[src/rtl/core/jve_pkg.sv]
// Shared types and constants for the joint velocity estimator.
package jve_pkg;

  typedef enum logic [2:0] {
    S_IDLE,
    S_READ,
    S_EVAL,
    S_MUL,
    S_DIV,
    S_FIN,
    S_EREAD,
    S_EOUT
  } state_t;

  localparam int unsigned POS_W   = 32;
  localparam int unsigned TIME_W  = 32;
  localparam int unsigned USEC_W  = 20;
  localparam int unsigned MAG_W   = POS_W + 1;
  localparam int unsigned PROD_W  = MAG_W + USEC_W;
  localparam int unsigned DCNT_W  = 6;

  localparam logic [USEC_W-1:0] USEC_PER_SEC = USEC_W'(1000000);
  localparam logic [PROD_W-1:0] VEL_POS_MAX  = PROD_W'(64'h7FFF_FFFF);
  localparam logic [PROD_W-1:0] VEL_NEG_MAX  = PROD_W'(64'h8000_0000);

endpackage

[src/rtl/core/joint_velocity_estimator.sv]
// Joint velocity estimator: finite-difference velocity per joint over sweeps.
//
// Input: one item per joint, accepted when start is high and busy is low.
// Items without in_last_joint leave busy low and start nothing. The item
// with in_last_joint set also carries the sweep id and sweep validity and
// starts processing; busy is high until all JOINTS results have gone out.
// Results: JOINTS items, each shown for one cycle with out_valid, between
// cache reads; out_last_result marks the final one. The receiver cannot
// stall, results are never held.
// Processing: computed sweeps run read, evaluate, multiply, 53 divide steps
// and finish for each joint in turn, on the one-bit-per-cycle divider
// shared by all joints, then the result sweep. Priming runs read and
// evaluate for each joint before the result sweep; invalid and repeated
// sweeps go straight to the result sweep.
// State lives in small synchronous memories (staged, prior, cached) that
// are read one entry at a time into registered outputs.
// Reset (rst_n low, synchronous) returns to idle, unprimed, with an empty
// cache and the interval window at 100 to 100000 us. The window registers
// are written by cfg_we/cfg_index/cfg_data; users keep to idle, not enforced.
module joint_velocity_estimator #(
  parameter int unsigned JOINTS = 7
) (
  input  logic               clk,
  input  logic               rst_n,
  input  logic               cfg_we,
  input  logic               cfg_index,
  input  logic [31:0]        cfg_data,
  input  logic               start,
  output logic               busy,
  input  logic signed [31:0] in_joint_position,
  input  logic [31:0]        in_sample_time_us,
  input  logic [31:0]        in_sweep_number,
  input  logic               in_sweep_ok,
  input  logic               in_last_joint,
  output logic               out_valid,
  output logic signed [31:0] out_joint_velocity,
  output logic               out_estimate_valid,
  output logic               out_estimate_repeated,
  output logic               out_last_result
);

  localparam int unsigned JW = (JOINTS > 1) ? $clog2(JOINTS) : 1;
  localparam int unsigned CW = $clog2(JOINTS + 1);
  localparam int unsigned PW = jve_pkg::PROD_W;
  localparam int unsigned MW = jve_pkg::MAG_W;
  localparam logic [JW-1:0] IDX_LAST = JW'(JOINTS - 1);
  localparam logic [CW-1:0] CNT_FULL = CW'(JOINTS);

  localparam logic CFG_MIN = 1'b0;
  localparam logic CFG_MAX = 1'b1;

  logic [63:0] stage_mem [JOINTS];
  logic [63:0] prior_mem [JOINTS];
  logic [31:0] cache_mem [JOINTS];
  logic [63:0] stage_q;
  logic [63:0] prior_q;
  logic [31:0] cache_q;

  jve_pkg::state_t state_r, state_nxt;
  logic [JW-1:0] idx_r, idx_nxt;
  logic [CW-1:0] lcnt_r, lcnt_nxt;
  logic [CW-1:0] lim_r, lim_nxt;
  logic [CW-1:0] fidx_r, fidx_nxt;
  logic [31:0]   sweep_r, sweep_nxt;
  logic [31:0]   psweep_r, psweep_nxt;
  logic [31:0]   min_r, max_r;
  logic          prime_r, prime_nxt;
  logic          failed_r, failed_nxt;
  logic          primed_r, primed_nxt;
  logic          cvalid_r, cvalid_nxt;
  logic          oval_r, oval_nxt;
  logic          orep_r, orep_nxt;
  logic          neg_r, neg_nxt;
  logic [MW-1:0] mag_r, mag_nxt;
  logic [31:0]   dt_r, dt_nxt;
  logic [PW-1:0] divn_r, divn_nxt;
  logic [PW-1:0] quo_r, quo_nxt;
  logic [32:0]   rem_r, rem_nxt;
  logic [jve_pkg::DCNT_W-1:0] dcnt_r, dcnt_nxt;

  logic          accept;
  logic          stage_we;
  logic          prior_we;
  logic          cache_we;
  logic          rd_stage;
  logic          rd_cache;
  logic [31:0]   vel;
  logic [31:0]   dt;
  logic [MW-1:0] diff;
  logic [32:0]   rem_sh;
  logic          ovf;

  assign accept   = start && !busy;
  assign busy     = (state_r != jve_pkg::S_IDLE);
  assign stage_we = accept && (lcnt_r < CNT_FULL);

  always_ff @(posedge clk) begin
    if (stage_we) begin
      stage_mem[lcnt_r[JW-1:0]] <= {in_joint_position, in_sample_time_us};
    end
    if (prior_we) begin
      prior_mem[idx_r] <= stage_q;
    end
    if (cache_we) begin
      cache_mem[idx_r] <= vel;
    end
    if (rd_stage) begin
      stage_q <= stage_mem[idx_r];
      prior_q <= prior_mem[idx_r];
    end
    if (rd_cache) begin
      cache_q <= cache_mem[idx_r];
    end
  end

  always_ff @(posedge clk) begin
    if (!rst_n) begin
      min_r <= 32'd100;
      max_r <= 32'd100000;
    end else if (cfg_we) begin
      case (cfg_index)
        CFG_MIN: min_r <= cfg_data;
        CFG_MAX: max_r <= cfg_data;
        default: ;
      endcase
    end
  end

  always_ff @(posedge clk) begin
    if (!rst_n) begin
      state_r  <= jve_pkg::S_IDLE;
      idx_r    <= '0;
      lcnt_r   <= '0;
      primed_r <= 1'b0;
      psweep_r <= '0;
      cvalid_r <= 1'b0;
    end else begin
      state_r  <= state_nxt;
      idx_r    <= idx_nxt;
      lcnt_r   <= lcnt_nxt;
      primed_r <= primed_nxt;
      psweep_r <= psweep_nxt;
      cvalid_r <= cvalid_nxt;
    end
  end

  always_ff @(posedge clk) begin
    lim_r    <= lim_nxt;
    fidx_r   <= fidx_nxt;
    sweep_r  <= sweep_nxt;
    prime_r  <= prime_nxt;
    failed_r <= failed_nxt;
    oval_r   <= oval_nxt;
    orep_r   <= orep_nxt;
    neg_r    <= neg_nxt;
    mag_r    <= mag_nxt;
    dt_r     <= dt_nxt;
    divn_r   <= divn_nxt;
    quo_r    <= quo_nxt;
    rem_r    <= rem_nxt;
    dcnt_r   <= dcnt_nxt;
  end

  assign dt     = stage_q[31:0] - prior_q[31:0];
  assign diff   = {stage_q[63], stage_q[63:32]} - {prior_q[63], prior_q[63:32]};
  assign rem_sh = {rem_r[31:0], divn_r[PW-1]};
  assign ovf    = neg_r ? (quo_r > jve_pkg::VEL_NEG_MAX) : (quo_r > jve_pkg::VEL_POS_MAX);
  assign vel    = neg_r ? (32'd0 - quo_r[31:0]) : quo_r[31:0];

  always_comb begin
    state_nxt  = state_r;
    idx_nxt    = idx_r;
    lcnt_nxt   = lcnt_r;
    lim_nxt    = lim_r;
    fidx_nxt   = fidx_r;
    sweep_nxt  = sweep_r;
    psweep_nxt = psweep_r;
    prime_nxt  = prime_r;
    failed_nxt = failed_r;
    primed_nxt = primed_r;
    cvalid_nxt = cvalid_r;
    oval_nxt   = oval_r;
    orep_nxt   = orep_r;
    neg_nxt    = neg_r;
    mag_nxt    = mag_r;
    dt_nxt     = dt_r;
    divn_nxt   = divn_r;
    quo_nxt    = quo_r;
    rem_nxt    = rem_r;
    dcnt_nxt   = dcnt_r;
    prior_we   = 1'b0;
    cache_we   = 1'b0;
    rd_stage   = 1'b0;
    rd_cache   = 1'b0;

    case (state_r)
      jve_pkg::S_IDLE: begin
        if (accept) begin
          if (stage_we) begin
            lcnt_nxt = lcnt_r + 1'b1;
          end
          if (in_last_joint) begin
            lcnt_nxt   = '0;
            idx_nxt    = '0;
            sweep_nxt  = in_sweep_number;
            failed_nxt = 1'b0;
            lim_nxt    = '0;
            oval_nxt   = 1'b0;
            orep_nxt   = 1'b0;
            if (!in_sweep_ok) begin
              primed_nxt = 1'b0;
              psweep_nxt = '0;
              cvalid_nxt = 1'b0;
              state_nxt  = jve_pkg::S_EREAD;
            end else if (primed_r && in_sweep_number == psweep_r) begin
              lim_nxt   = cvalid_r ? CNT_FULL : '0;
              oval_nxt  = cvalid_r;
              orep_nxt  = 1'b1;
              state_nxt = jve_pkg::S_EREAD;
            end else begin
              prime_nxt = !primed_r || in_sweep_number == '0;
              state_nxt = jve_pkg::S_READ;
            end
          end
        end
      end

      jve_pkg::S_READ: begin
        rd_stage  = 1'b1;
        state_nxt = jve_pkg::S_EVAL;
      end

      jve_pkg::S_EVAL: begin
        dt_nxt  = dt;
        neg_nxt = diff[MW-1];
        mag_nxt = diff[MW-1] ? (MW'(0) - diff) : diff;
        if (!prime_r && !failed_r && (dt < min_r || dt > max_r)) begin
          failed_nxt = 1'b1;
          fidx_nxt   = CW'(idx_r);
          prior_we   = 1'b1;
        end else if (!prime_r && !failed_r && dt == '0) begin
          primed_nxt = 1'b0;
          psweep_nxt = '0;
          cvalid_nxt = 1'b0;
          idx_nxt    = '0;
          state_nxt  = jve_pkg::S_EREAD;
        end else if (!prime_r && !failed_r) begin
          state_nxt = jve_pkg::S_MUL;
        end else begin
          prior_we = 1'b1;
        end
      end

      jve_pkg::S_MUL: begin
        divn_nxt  = mag_r * jve_pkg::USEC_PER_SEC;
        quo_nxt   = '0;
        rem_nxt   = '0;
        dcnt_nxt  = '0;
        state_nxt = jve_pkg::S_DIV;
      end

      jve_pkg::S_DIV: begin
        divn_nxt = divn_r << 1;
        if (rem_sh >= {1'b0, dt_r}) begin
          rem_nxt = rem_sh - {1'b0, dt_r};
          quo_nxt = {quo_r[PW-2:0], 1'b1};
        end else begin
          rem_nxt = rem_sh;
          quo_nxt = {quo_r[PW-2:0], 1'b0};
        end
        dcnt_nxt = dcnt_r + 1'b1;
        if (dcnt_r == jve_pkg::DCNT_W'(PW - 1)) begin
          state_nxt = jve_pkg::S_FIN;
        end
      end

      jve_pkg::S_FIN: begin
        if (ovf) begin
          primed_nxt = 1'b0;
          psweep_nxt = '0;
          cvalid_nxt = 1'b0;
          idx_nxt    = '0;
          state_nxt  = jve_pkg::S_EREAD;
        end else begin
          prior_we = 1'b1;
          cache_we = 1'b1;
        end
      end

      jve_pkg::S_EREAD: begin
        rd_cache  = 1'b1;
        state_nxt = jve_pkg::S_EOUT;
      end

      jve_pkg::S_EOUT: begin
        if (idx_r == IDX_LAST) begin
          state_nxt = jve_pkg::S_IDLE;
        end else begin
          idx_nxt   = idx_r + 1'b1;
          state_nxt = jve_pkg::S_EREAD;
        end
      end

      default: state_nxt = jve_pkg::S_IDLE;
    endcase

    // advance to the next joint once this one's prior entry is written
    if (prior_we) begin
      if (idx_r == IDX_LAST) begin
        idx_nxt    = '0;
        psweep_nxt = sweep_r;
        state_nxt  = jve_pkg::S_EREAD;
        if (prime_r) begin
          primed_nxt = 1'b1;
        end else begin
          lim_nxt    = (failed_r || failed_nxt) ? fidx_nxt : CNT_FULL;
          oval_nxt   = !(failed_r || failed_nxt);
          cvalid_nxt = !(failed_r || failed_nxt);
        end
      end else begin
        idx_nxt   = idx_r + 1'b1;
        state_nxt = jve_pkg::S_READ;
      end
    end
  end

  assign out_valid             = (state_r == jve_pkg::S_EOUT);
  assign out_joint_velocity    = (CW'(idx_r) < lim_r) ? cache_q : '0;
  assign out_estimate_valid    = oval_r;
  assign out_estimate_repeated = orep_r;
  assign out_last_result       = out_valid && (idx_r == IDX_LAST);

endmodule

[config.mk]
export PLATFORM = sky130hd
export DESIGN_NAME = joint_velocity_estimator
export DESIGN_NICKNAME = d
export VERILOG_FILES = /design/src/rtl/core/jve_pkg.sv /design/src/rtl/core/joint_velocity_estimator.sv
export SDC_FILE = /design/constraint.sdc
export NUM_CORES = 2
export LEC_CHECK = 0
export BUFFER_PORTS_ARGS = -buffer_cell sky130_fd_sc_hd__buf_2
export CORE_UTILIZATION = 54
export DETAILED_ROUTE_END_ITERATION = 10
export GPL_TIMING_DRIVEN = 0
export PLACE_DENSITY = 0.78
export SYNTH_ARGS = -nofsm -noshare
export SYNTH_HDL_FRONTEND = slang
export SYNTH_SLANG_ARGS = --single-unit
[constraint.sdc]
create_clock -name clk -period 14.2 [get_ports clk]
set_input_delay 2.84 -clock clk [delete_from_list [all_inputs] [get_ports clk]]
set_output_delay 2.84 -clock clk [all_outputs]
set_load 0.005 [all_outputs]
==> results.txt <==
* Critical path startpoint: idx_r[0]
- Synth Instances: between 5000 and 6000
* Critical path required time: about 11 ns
- H-tree level count: 4
- Layout overhead on the synthesized area: 12.9%
- Width of the die: between 300 and 400 µm
- Of the total synthesized cell area, the portion taken by XOR and XNOR cells is 0.0233.
- Of the synthesized area, sequential elements account for 0.634.
- Fraction of the mapped netlist area in compound gates: 0.108
* Mean instance size in the synthesized netlist: between 10 and 15 µm²
- Count of pins on the block boundary: roughly 170
- Result of the run: finished clean
* Vias: 49100
- Worst clock skew on the final layout: 0.0415 ns
* Number of hold violations in the final report: 0
* Primary FF master, synth: edfxtp_1
- For the pin with the worst max-slew slack, the measured transition is between 1 and 1.5 ns.
- Most instantiated cells after synthesis: edfxtp_1 (1518), a21oi_1 (380), inv_1 (356)
- The first routing iteration left about 6500 violations.
- Cell-by-cell listing of the critical path: clkbuf_1, inv_1, clkbuf_1, nand2_1, a21o_1, a21oi_1, clkbuf_1, and2_1, buf_2
- After synthesis, the largest family of logic cells by area is compound AO/OA/AOI/OAI gates.
* First-pass iteration count of the detailed router: 6
- Total count of max-transition violations in the final report: 0
- Number of sinks on the clock net: 1633
* Biggest fanout along the worst timing path: 10
* Area of placed instances: 80100 µm²
- Slew margin rel.: 0.0697
- The critical path is of the reg2out type.
* Simple-gate share of the synthesized area: 0.0733
- For flop-to-flop paths, the worst setup slack is a little under 7 ns.
- Element type at the critical path start: flop
* Core Rows: around 140
* Clk buf depth: 3
- Global route overflow: 0
* # Post-CTS Setup Buffers: 0
* Hold crit path type: reg2reg
* Utilization after layout: 0.617
* Crit share post-route: 0.523
* Via count normalized by instance count: ~6
- CP max stage cell: clkbuf_1
- Of all flip-flops after synthesis, the portion carrying an async set or reset was 0.
* DRC Markers: 0
- When the netlist entered floorplanning its net count stood at between 6000 and 7000.
- Worst path arrival time: 4.59 ns
- Counting flops with a built-in enable in the synthesized netlist gives ~1500.
- TritonCTS built the clock tree.
- Cts-stage hold buffer count: 0
* Tot GR Track Use: 0.281
- The tool flagged a number of max-cap violations equal to 0.
- Following the worst setup path forward leads to its endpoint at out_joint_velocity[4].
- Worst min-delay path startpoint: min_r[14]
- The wire-length estimate of the detail-placed layout is approximately 140000 µm.
- After layout, the minimum clock period comes to approximately 7.4 ns.
- Synth warnings: 0
- Antenna-violating nets left: 0
- Count of final setup violators: 0
- The worst register-to-register path ends at prior_mem[6][2].
- Adder and majority cell fraction of the synthesized area: 0.0919
* Effective utilization at floorplan: 0.547
- The number of antenna violations at the first check in global routing came to 16.
- The floorplan step defined a die boundary enclosing 141000 µm².
- Among all cell types in the netlist, the one instantiated most often is edfxtp_1.
- Setup repair after global routing left no endpoint under its margin.
- Clock latency on the worst-skew pair, taken at its later pin, is 0.82 ns.
* Number of cells traversed by the worst register-to-register path: 22
- After synthesis, the netlist uses 85 different library cells.
- The floorplan step set the die height to about 380 µm.
* Cell at the root of the clock tree: clkbuf_16
- Wire length of the first global-routing pass: just under 300000 µm
* Number of global-route vias before repair: between 40000 and 50000
* Core area: about 140000 µm²
- In this design, the stage delay of the slowest critical-path cell is ~1 ns.
- Routed length per instance: 25.2 µm
- RR Startpoint: stage_q[14]
- Post-synthesis instance area: about 76000 µm²
- Clock input transition at the sequential cells of the worst setup and hold paths: about 0.06 ns
- Count of instances resized after the clock tree is built: 0
* Maximum frequency from static timing analysis: approximately 130 MHz
* Cell repeated most along the worst path: clkbuf_1
- Weighted congestion at the end of routability-driven global placement: ~0.93
- Number of CTS-inserted buffers: between 150 and 200
* Post-layout instance area: around 85000 µm²
- The share of synthesized area in the top cell type comes to 0.604.
- The synthesized design spends more area on one cell type than any other, namely edfxtp_1.
- Total detailed-routing wirelength: 200000 µm
- Nets@finish: between 6000 and 7000
* Pin count of the biggest net entering global routing: between 50 and 60
- Critical Path End Type: primary output
- Measured against the total synthesized area, the mux share comes to 0.0407.
- Buffers on Ports: about 170
* Ranking of synthesized cells by area: edfxtp_1 (60%), ha_1 (5.4%), fa_1 (3.8%)
- In this run, synthesis produced a sequential element count of ~1600.
- The layout has roughly 10000 filler cells.
- In the final layout, the share of cells above drive strength 1 is 0.105.
-- cells by family after synthesis --
family | after synthesis
AOI/OAI and AO/OA | 1244
xor gates and xnor gates | 201
adders and majority gates | 469
buffers and inverters | 582
DFF | 1633
muxes | 253
and+or+nand+nor | 1150
-- sequential cells by signal, indices dropped and copies added, names as in the netlist, 3 cells and up --
name / cells
mag_r: 33
rem_r: 32
dt_r: 32
cache_q: 32
stage_mem: 448
fidx_r: 3
divn_r: 47
cache_mem: 224
dcnt_r: 6
quo_r: 53
sweep_r: 32
psweep_r: 32
state_r: 3
prior_q: 64
min_r: 32
stage_q: 64
lim_r: 3
idx_r: 3
lcnt_r: 3
prior_mem: 448
max_r: 32
-- cell type report --
type	count	area [µm²]	area share
Antenna cell	9	22.5	0.000264
Buffer	225	861	0.0101
Clock buffer	199	4190	0.0492
Clock inverter	89	937	0.0110
Inverter	357	1340	0.0157
Multi-Input combinational cell	3317	25600	0.300
Sequential cell	1633	47900	0.562
Tap cell	1863	2330	0.0273
Timing Repair Buffer	253	2080	0.0244
-- metrics by stage --
step           setup slack, ns  setup TNS (ns)  hold WS (ns)  std cells
2_1_floorplan             2.89               0         0.434       5532
3_3_place_gp             -2.64         -600.67         0.443       7566
3_5_place_dp              7.10               0         0.447       7647
4_1_cts                   6.78               0         0.455       7935
5_1_grt                   6.64               0         0.467       7939
6_report                  6.77               0         0.453       7945
-- cell usage in the layout (no fill, tap or decap), drive strengths merged, types with 47 or more instances in the layout --
cell    count
a21oi     381
xor2       69
a22oi      61
clkbuf    378
clkinv     67
nand4      47
and2       67
o21ai     267
mux2i     170
dfxtp     115
nor2      334
xnor2     132
and3       70
inv       367
buf       299
a22o      159
nand3      52
nand2     335
nor3       60
ha        326
a221oi     58
fa        143
edfxtp   1518
a21o       88
-- worst min-delay path by stage --
stage | to | slack, ns | cells after the start
floorplan | min_r[0] | 0.43 | 2
global placement | max_r[27] | 0.44 | 2
detailed placement | max_r[2] | 0.45 | 2
CTS | max_r[2] | 0.45 | 2
global route | max_r[2] | 0.47 | 2
finish | min_r[14] | 0.45 | 2
-- metal layers --
| metal | part of all wire | global-route usage | up-vias |
|---|---|---|---|
| li1 | - | - | 21700 |
| met1 | 0.37 | 0.364 | 23900 |
| met2 | 0.46 | 0.447 | 2904 |
| met3 | 0.11 | 0.0659 | 571 |
| met4 | 0.050 | 0.137 | 16 |
| met5 | 0.00049 | 0 | - |
-- worst max-delay path, delay by kind of cell, from the launching register on --
| family | cells | cell delay, ns |
|---|---|---|
| compound gates | 2 | 0.70 |
| flops | 1 | 0.33 |
| simple gates | 2 | 0.37 |
| buf+inv | 5 | 2.37 |
Power is left out: the tool's default activity adds up to more than one toggle a clock period on the data nets, which glitch-free logic cannot reach.
